### config.mk
export PLATFORM = sky130hd
export DESIGN_NAME = lpmr_front
export DESIGN_NICKNAME = d
export VERILOG_FILES = /design/src/lpmr_pkg.sv /design/src/lpmr_front.sv
export SDC_FILE = /design/constraint.sdc
export NUM_CORES = 1
export LEC_CHECK = 0
export ABC_CLOCK_PERIOD_IN_PS = 4200
export BUFFER_PORTS_ARGS = -buffer_cell sky130_fd_sc_hd__buf_4
export CORE_MARGIN = 2
export CORE_UTILIZATION = 50
export DETAILED_ROUTE_END_ITERATION = 8
export PLACE_DENSITY = 0.77
export SLEW_MARGIN = 20
export SYNTH_ARGS = -nofsm -noshare
export SYNTH_HDL_FRONTEND = slang
export SYNTH_SLANG_ARGS = --single-unit
### constraint.sdc
create_clock -name clk -period 4.2 [get_ports clk]
set_clock_uncertainty 0.15 [all_clocks]
set_input_delay 0.84 -clock clk [delete_from_list [all_inputs] [get_ports clk]]
set_output_delay 0.84 -clock clk [all_outputs]
set_load 0.05 [all_outputs]
### src/lpmr_pkg.sv
`timescale 1ns / 1ps
// Shared types and constants for the length-prefixed message ring.
// No dependencies; every other file takes names from here by scope.
package lpmr_pkg;

    localparam int RING_BYTES_DEF = 1024;
    localparam int HDR_BYTES      = 4;
    localparam int LEN_W          = 16;
    localparam int LEVEL_W        = 10;
    localparam int CFG_AW         = 3;
    localparam int REG_MAX_PAYLOAD = 0;
    localparam logic [LEN_W-1:0] MAX_PAYLOAD_RST = 16'd1019;

    // Item kinds as classified by the front end
    typedef enum logic [1:0] {
        KIND_PUSH,
        KIND_PUSH_LAST,
        KIND_POP
    } kind_t;

    typedef enum logic [2:0] {
        STAT_TAKEN    = 3'd0,
        STAT_ACCEPTED = 3'd1,
        STAT_REJECTED = 3'd2,
        STAT_DATA     = 3'd3,
        STAT_EMPTY    = 3'd4,
        STAT_CORRUPT  = 3'd5
    } status_t;

    typedef enum logic [2:0] {
        BK_IDLE,
        BK_HDR_WR,
        BK_HDR_RD,
        BK_HDR_CHK,
        BK_DATA_RD
    } back_state_t;

    typedef struct packed {
        kind_t      kind;
        logic [7:0] data;
    } item_t;

    typedef struct packed {
        logic  valid;
        item_t item;
    } queue_head_t;

endpackage

### src/lpmr_front.sv
`timescale 1ns / 1ps
// Front end: accepts stream items, classifies them and holds them in a
// two-entry queue for the back end. Uses lpmr_pkg.
module lpmr_front
(
    input  logic                clk,
    input  logic                rst_n,
    input  logic                s_tvalid,
    output logic                s_tready,
    input  logic [7:0]          s_tdata,   // [7:0] data_in
    input  logic                s_tuser,   // [0] mode
    input  logic                s_tlast,
    output lpmr_pkg::queue_head_t head,
    input  logic                take
);

    localparam int QDEPTH = 2;
    localparam int QPTR_W = $clog2(QDEPTH);
    localparam int QCNT_W = QPTR_W + 1;

    lpmr_pkg::item_t    q_mem [QDEPTH];
    logic [QPTR_W-1:0]  wr_ptr_reg, wr_ptr_next;
    logic [QPTR_W-1:0]  rd_ptr_reg, rd_ptr_next;
    logic [QCNT_W-1:0]  cnt_reg, cnt_next;
    lpmr_pkg::item_t    item_in;
    logic               push;

    always_comb
    begin
        item_in.data = s_tdata;
        if (s_tuser)
            item_in.kind = lpmr_pkg::KIND_POP;
        else if (s_tlast)
            item_in.kind = lpmr_pkg::KIND_PUSH_LAST;
        else
            item_in.kind = lpmr_pkg::KIND_PUSH;
    end

    assign s_tready   = (cnt_reg != QCNT_W'(QDEPTH));
    assign push       = s_tvalid && s_tready;
    assign head.valid = (cnt_reg != '0);
    assign head.item  = q_mem[rd_ptr_reg];

    always_comb
    begin
        wr_ptr_next = wr_ptr_reg;
        rd_ptr_next = rd_ptr_reg;
        cnt_next    = cnt_reg;
        if (push)
        begin
            wr_ptr_next = (wr_ptr_reg == QPTR_W'(QDEPTH - 1)) ? '0 : wr_ptr_reg + 1'b1;
        end
        if (take)
        begin
            rd_ptr_next = (rd_ptr_reg == QPTR_W'(QDEPTH - 1)) ? '0 : rd_ptr_reg + 1'b1;
        end
        cnt_next = cnt_reg + QCNT_W'(push) - QCNT_W'(take);
    end

    always_ff @(posedge clk or negedge rst_n)
    begin
        if (!rst_n)
        begin
            wr_ptr_reg <= '0;
            rd_ptr_reg <= '0;
            cnt_reg    <= '0;
        end
        else
        begin
            wr_ptr_reg <= wr_ptr_next;
            rd_ptr_reg <= rd_ptr_next;
            cnt_reg    <= cnt_next;
        end
    end

    always_ff @(posedge clk)
    begin
        if (push)
        begin
            q_mem[wr_ptr_reg] <= item_in;
        end
    end

    a_take_needs_entry: assert property (@(posedge clk) disable iff (!rst_n)
        take |-> (cnt_reg != '0))
        else $error("queue taken while empty");

    a_count_bound: assert property (@(posedge clk) disable iff (!rst_n)
        cnt_reg <= QCNT_W'(QDEPTH))
        else $error("queue count beyond depth");

endmodule

# ---- Word-level counts from Yosys, hierarchy flattened
# Memories as Yosys holds them, arrays and structs flattened.
# Index checks and enable logic that the tools add are counted.
# Widths: inputs -> output; s select.
dict set report totals {
  reg_bits 4
  latch_bits 0
  ramBits 20
  rom_bits 0
  input_bits 14
  output_inout_bits 12
  word_cells 17
  n_memories 1
}
# name words word_bits rd rd_clocked_by_memory_dff write_ports line
set mem_list {}
lappend mem_list {q_mem 2 10 1 0 1 lpmr_front.sv:21} ;# lpmr_pkg::item_t q_mem [QDEPTH];
dict set report classes {
  n_addsub 4
  multipliers 0
  div_mod_pow 0
  order_cmp 0
  eq_ne 1
  shifts 0
  muxes 6
  bitwise 0
  reduce_logical 2
}
# cell n
set op_table {}
lappend op_table {{$mux 1} 5}
lappend op_table {{$add 1x1->1 const B} 2}
lappend op_table {{$add 2x1->2} 1}
lappend op_table {{$mux 2} 1}
lappend op_table {{$ne 2x2->1 const B} 1}
lappend op_table {{$reduce_bool 2->1} 1}
lappend op_table {{$sub 2x1->2} 1}
lappend op_table {{$logic_and 1x1->1} 1}

# ---- Longest topological paths before layout
# Gate-level depths: netlist (run 1).
dict set report logic_depth {
  depth_word 4
  mapped_depth 5
}

# ---- Least setup slack after synthesis (run 1)
# No wires, ideal clock.
dict set report synth_timing {
  kind {register -> register}
  from {reg cnt_reg[0]}
  to {mem q_mem[0][0] (netlist bit) (enable)}
  setup_ps 376
  t_arrival_ps 1510
  t_required_ps 3674
  slack_ps 2164
  stages_incl_launch_ff 4
  synth_period_minus_slack_ps 2036
  path_cell_list {dfrtp_1 -> nand2b_1 -> nand2_1 -> nor2_1}
}
dict set report synth_via {
  elab_chain_len 4
}
# element line
set synth_rtl {}
lappend synth_rtl {{from (decl)} lpmr_front.sv:24} ;# logic [QCNT_W-1:0] cnt_reg, cnt_next;
lappend synth_rtl {{from (signal assigned)} lpmr_front.sv:72} ;# cnt_reg <= cnt_next;
lappend synth_rtl {{$ne 2x2->1} lpmr_front.sv:39} ;# assign s_tready = (cnt_reg != QCNT_W'(QDEPTH));
lappend synth_rtl {{via s_tready} lpmr_front.sv:9} ;# output logic s_tready,
lappend synth_rtl {{$logic_and 1x1->1} lpmr_front.sv:40} ;# assign push = s_tvalid && s_tready;
lappend synth_rtl {{$mux 1} lpmr_front.sv:78} ;# if (push)
lappend synth_rtl {{$mux 1 (implied by the code)} lpmr_front.sv:80} ;# q_mem[wr_ptr_reg] <= item_in;
lappend synth_rtl {{to (decl)} lpmr_front.sv:21}
# The timed path passes the listed nets, and every way through them passes these cells.

==> results.json, run 1 <==
{
  "dpl.hpwl_um": 918,
  "start_kind": "register",
  "first_iter_violations": 10,
  "area_growth_pct": 28.7,
  "drv_cap": 0,
  "grt_max_degree": 15,
  "ioPinCount": 26,
  "num_vias": 498,
  "hold_viol": 0,
  "initial_core_util": 0.533,
  "grt_pass1_wl_um": 2020,
  "cts_made_buffers": 3,
  "slew_headroom": 0.429,
  "numClockSinks": 24,
  "setup.worst_path.end_class": "output port",
  "setup_violations": 0,
  "grt_pass1_vias": 491,
  "dieArea_um2": 2220,
  "insertion_delay_ns": 0.31,
  "place.gp.congestion": 0.649,
  "power_density_nw_per_um2": 795,
  "ir_drop_v": 0.000461,
  "die_height_um": 47.1,
  "reg2reg_depth": 3,
  "vias_per_cell": 4.88,
  "syn_area_um2": 930,
  "cts_resized": 0,
  "h-tree-depth": 1,
  "mappedNetlistNets": 64,
  "core_area_um2": 1750,
  "clockBufferDepth": 2,
  "crit_type": "register to output port",
  "synth_cell_type_count": 16,
  "holdBufCountCts": 0,
  "finalMaxSlewViolations": 0,
  "ctsRootBufferMaster": "clkbuf_4",
  "drcViolationCount": 0,
  "yosysWarnings": 0,
  "status": "complete, no violations",
  "cts_setup_buffers": 0,
  "seq_area_frac_synth": 0.754,
  "hp-class": "input pin to async pin",
  "tightest_slew_ns": 0.854,
  "period_share": 0.606,
  "crit_arrival_ns": 1.55,
  "cts_tree": "yes",
  "n_antenna_cell": 0,
  "largest_reg_flops": 20,
  "finalCoreUtilization": 0.685,
  "clk_pin_slew_ns": 0.12,
  "rows": 15,
  "grt-ovfl-total": 0,
  "grtUsageTotal": 0.139,
  "period_minus_slack_ns": 2.54,
  "fin_nets": 93,
  "ant_nets": 0,
  "port-buffer-count": 25,
  "critical_path_peak_fanout": 11,
  "fmax_mhz": 393,
  "drive_above_1_share": 0.545,
  "leakage_nw": 0.468,
  "final_cell_mix": "25 x buf_4, 20 x edfxtp_1, 10 x mux2_2",
  "totalWireLength_um": 1310,
  "routedWlPerCell_um": 12.9,
  "synth_top_area_frac": 0.646,
  "synth.ff_latch_count": 24,
  "final_common_cell": "buf_4",
  "first_pass_iters": 3,
  "hold_ws_ns": 0.151,
  "r2r-end": "q_mem[0][2]",
  "synth_area_leader_cell": "edfxtp_1",
  "antenna_found_initial": 0,
  "synth_area_per_cell_um2": 19.0,
  "synthTopCellsByArea": "edfxtp_1 65%, mux2_2 12%, dfrtp_1 11%, xnor2_1 2.8%, ha_1 1.3%",
  "rsz0062_at_grt": "false",
  "syn_inst": 49,
  "worstReg2RegStart": "cnt_reg[1]",
  "required_ns": 3.21,
  "die_width_um": 47.1,
  "r2r_slack_ns": 2.32,
  "tns_ns": 0
}
## worst max-delay path, cell delays in order, from the launching register on
cell and delay [ns]:
dfrtp_1 0.66, mux2_2 0.39, buf_4 0.19
## kinds of logic after synthesis
| logic type | share of synthesized area |
|---|---|
| AOI/OAI and AO/OA | 0.0202 |
| xor gates and xnor gates | 0.0377 |
| adders and majority gates | 0.0135 |
| buffers and inverters | 0.00538 |
| DFF | 0.754 |
| muxes | 0.121 |
| and+or+nand+nor | 0.0485 |
## per-layer routing
metal  GRT usage  up-vias  share of wire
li1            -      238              -
met1       0.152      241           0.40
met2       0.241       17           0.53
met3      0.0346        2          0.050
met4      0.0833        0          0.014
met5           0        -              0
## per-stage QoR
step / std cells / area [um2] / power [mW] / setup slack, ns
final: 102 / 1200 / 0.951 / 1.66
after global routing: 102 / 1200 / 0.996 / 1.57
after CTS: 102 / 1200 / 0.964 / 1.62
after detailed placement: 98 / 1140 / 0.801 / 1.88
after global placement: 98 / 1140 / 0.795 / 1.92
after floorplan: 49 / 930 / 0.685 / 2.16
## worst max path at each step
| stage | startpoint | to | slack [ns] | cells past startpoint |
|---|---|---|---|---|
| detailed placement | s_tvalid | q_mem[0][7] | 1.88 | 3 |
| CTS | rd_ptr_reg | head[7] | 1.62 | 2 |
| floorplan | cnt_reg[0] | q_mem[0][0] | 2.16 | 3 |
| global route | rd_ptr_reg | head[7] | 1.57 | 2 |
| finish | rd_ptr_reg | head[7] | 1.66 | 2 |
| global placement | s_tvalid | q_mem[0][7] | 1.92 | 3 |
## final cells by class
cell class,instances,area (um2)
repair buffers,25,188
clock inverters,1,30.0
fillers,133,549
flip-flops and latches,24,701
multi-input cells,24,224
well taps,25,31.3
clock buffers,3,22.5
## cell usage after synthesis
cell type	n
dfrtp_1	4
nor2_1	1
xnor2_1	3
buf_2	1
a21bo_1	1
or2_2	1
xor2_1	1
nand2_1	1
and3_1	1
nor3b_2	1
edfxtp_1	20
ha_1	1
nand2b_1	1
a21oi_2	1
nor2b_1	1
mux2_2	10
## where the power goes
part           leakage, nW  switching [mW]  internal (mW)
Combinational        0.207           0.266          0.149
Sequential           0.233          0.0443          0.331
Clock               0.0279          0.0645         0.0965
Note: power is estimated with default switching activity, not from simulation.
==> run 2, diff against run 1 <==
--- a/config.mk
+++ b/config.mk
@@ -5,12 +5,13 @@
 export SDC_FILE = /design/constraint.sdc
 export NUM_CORES = 1
 export LEC_CHECK = 0
-export ABC_CLOCK_PERIOD_IN_PS = 4200
+export ABC_AREA = 1
+export ABC_CLOCK_PERIOD_IN_PS = 2600
 export BUFFER_PORTS_ARGS = -buffer_cell sky130_fd_sc_hd__buf_4
 export CORE_MARGIN = 2
 export CORE_UTILIZATION = 50
 export DETAILED_ROUTE_END_ITERATION = 8
-export PLACE_DENSITY = 0.77
+export PLACE_DENSITY = 0.76
 export SLEW_MARGIN = 20
 export SYNTH_ARGS = -nofsm -noshare
 export SYNTH_HDL_FRONTEND = slang
==> constraint.sdc (replaced) <==
create_clock -name clk -period 2.6 [get_ports clk]
set_clock_uncertainty 0.15 [all_clocks]
set_input_delay 0.52 -clock clk [delete_from_list [all_inputs] [get_ports clk]]
set_output_delay 0.52 -clock clk [all_outputs]
set_load 0.05 [all_outputs]
==> run 2 against run 1 <==
Compared with the run above:
- hold slack improved by 0.11 ns
- via count rose by 6.0%
- synthesized area grew 5.1%
- final cell count up 15%
- global-route usage is 1.5 points lower
- register-to-register slack got worse by 1.3 ns
- clock-buffer cell count unchanged
- sequential cell count unchanged
- wire length about the same
- critical endpoint is now head[2]
- largest cell class unchanged
==> results.json, run 2 <==
{
  "status": "complete, no violations",
  "ir_drop_v": 0.000753,
  "path_cells": "buf_4 -> mux2_4 -> buf_4",
  "synthTopCellsByArea": "edfxtp_1 61%, mux2_4 14%, dfrtp_1 10%, nand2_1 3.1%, inv_1 2.3%",
  "hold_ws_ns": 0.257,
  "fin_area_um2": 1240,
  "slowest_delay_ns": 0.45,
  "tns_ns": 0,
  "synth_area_per_cell_um2": 16.3,
  "power_density_nw_per_um2": 1210,
  "crit_path_top_delay_cell": "dfrtp_1",
  "area_growth_pct": 27.3,
  "syn_inst": 60,
  "synth_common_cells": "20 x edfxtp_1, 9 x mux2_4, 8 x nand2_1, 6 x inv_1",
  "die_height_um": 48.2,
  "start_kind": "register",
  "fill_cells": 133,
  "routedWlPerCell_um": 11.2,
  "finalMaxSlewViolations": 0,
  "place_area_um2": 1210,
  "dieArea_um2": 2320,
  "initial_core_util": 0.548,
  "drive_above_1_share": 0.467,
  "yosysMostFrequentCell": "edfxtp_1",
  "clk_pin_slew_ns": 0.11,
  "leakage_nw": 0.550,
  "reg2reg_depth": 4,
  "required_ns": 1.93,
  "mappedNetlistNets": 75,
  "die_width_um": 48.2,
  "rows": 15,
  "synth_top_area_frac": 0.615,
  "drv_cap": 0,
  "port-buffer-count": 25,
  "synth_cell_type_count": 14,
  "ys.flop_type": "edfxtp_1",
  "async_flop_share": 0.167,
  "n_antenna_cell": 0,
  "fin_nets": 108,
  "hold_start": "s_tdata[1]",
  "seq_area_frac_synth": 0.717,
  "hold_viol": 0,
  "place.gp.congestion": 0.675,
  "r2r-end": "q_mem[1][7]",
  "hp-class": "input pin to register",
  "crit_type": "register to output port",
  "critPathTopFamily": "flip-flops",
  "grt_max_degree": 14,
  "cts_made_buffers": 3,
  "vias_per_cell": 4.51,
  "fmax_mhz": 466,
  "grt_pass1_wl_um": 1880,
  "ctsRootBufferMaster": "clkbuf_4",
  "drcViolationCount": 0,
  "numClockSinks": 24,
  "setup.worst_path.end_class": "output port",
  "seq_area_um2": 701,
  "grt_pass1_vias": 433,
  "min_to": "q_mem[1][1]",
  "place_ws_ns": 0.769,
  "rsz0062_at_grt": "false",
  "dpl.hpwl_um": 1020,
  "synth_edf_count": 20,
  "syn_area_um2": 977,
  "antenna_found_initial": 0,
  "period_minus_slack_ns": 2.15,
  "synth_area_leader_cell": "edfxtp_1",
  "period_share": 0.826,
  "setup_slack_ns": 0.454,
  "setup_violations": 0,
  "final_common_cell": "buf_4",
  "h-tree-depth": 1,
  "final_cell_mix": "28 x buf_4, 20 x edfxtp_1, 9 x mux2_4",
  "first_iter_violations": 2,
  "insertion_delay_ns": 0.29,
  "core_area_um2": 1780,
  "crit_arrival_ns": 1.48,
  "totalWireLength_um": 1310,
  "synth.ff_latch_count": 24,
  "tightest_slew_ns": 0.347,
  "critical_path_peak_fanout": 8,
  "clockBufferDepth": 2,
  "ioPinCount": 26,
  "num_vias": 528,
  "cp.buffers_inverters": 2,
  "cts_tree": "yes",
  "min_path_cells": 1,
  "cpMostUsedCell": "buf_4",
  "r2r_slack_ns": 1.04,
  "largest_reg_flops": 20,
  "grtUsageTotal": 0.124,
  "ant_nets": 0,
  "worstReg2RegStart": "cnt_reg[1]",
  "multi_input_area_um2": 243,
  "slew_headroom": 0.768,
  "yosysWarnings": 0,
  "grt-ovfl-total": 0,
  "first_pass_iters": 2
}
==> run 2: worst reg2reg max path: cells and delay by family, from the launching register on <==
kind	cells	cell delay [ns]
and+or+nand+nor	3	0.49
DFF	1	0.43
buffers and inverters	1	0.24
==> run 2: through the flow <==
| stage | util | total power [mW] | cells |
|---|---|---|---|
| after floorplan | - | 1.18 | 60 |
| after global placement | 0.677 | 1.36 | 112 |
| after detailed placement | 0.677 | 1.37 | 112 |
| after CTS | 0.698 | 1.52 | 117 |
| after global routing | 0.698 | 1.59 | 117 |
| final | 0.698 | 1.50 | 117 |
==> run 2: timing repair <==
action | CTS | global route
gates resized for setup | 0 | 0
hold endpoints to repair | 4 | 0
setup buffers | 0 | 0
hold buffers | 1 | 0
==> run 2: worst max-delay path by stage <==
stage,startpoint,endpoint,depth (start not counted)
floorplan,cnt_reg[1],q_mem[1][0],3
global placement,rd_ptr_reg,head[2],3
detailed placement,rd_ptr_reg,head[3],3
CTS,rd_ptr_reg,head[2],3
global route,rd_ptr_reg,head[2],3
finish,rd_ptr_reg,head[2],3
==> run 2: where the power goes <==
group          switching (mW)  leakage [nW]  internal [mW]
Sequential             0.0454         0.233          0.532
Clock                  0.0929        0.0154         0.0557
Combinational           0.489         0.302          0.290
Total                   0.628         0.550          0.877
==> run 2: cell type report <==
type                    count  area share
clock buffers               3      0.0181
well taps                  25      0.0252
clock inverters             1     0.00302
multi-input cells          29       0.195
repair buffers             29       0.177
flip-flops and latches     24       0.563
inverters                   6      0.0181
==> run 2: cells by family (layout without fill, tap and decap cells) <==
logic type | count (synthesis) | count (layout) | synth area share
flops | 24 | 24 | 0.717
simple gates | 16 | 16 | 0.0717
mux | 10 | 10 | 0.150
buf+inv | 7 | 39 | 0.0346
fa+ha+maj | 1 | 1 | 0.0128
compound gates | 1 | 1 | 0.00512
xor+xnor | 1 | 1 | 0.00896
==> run 2: routing by layer <==
layer	up-vias	global-route usage	part of all wire
li1	274	-	-
met1	237	0.151	0.42
met2	15	0.211	0.50
met3	2	0.0407	0.060
met4	0	0.0324	0.011
met5	-	0	0
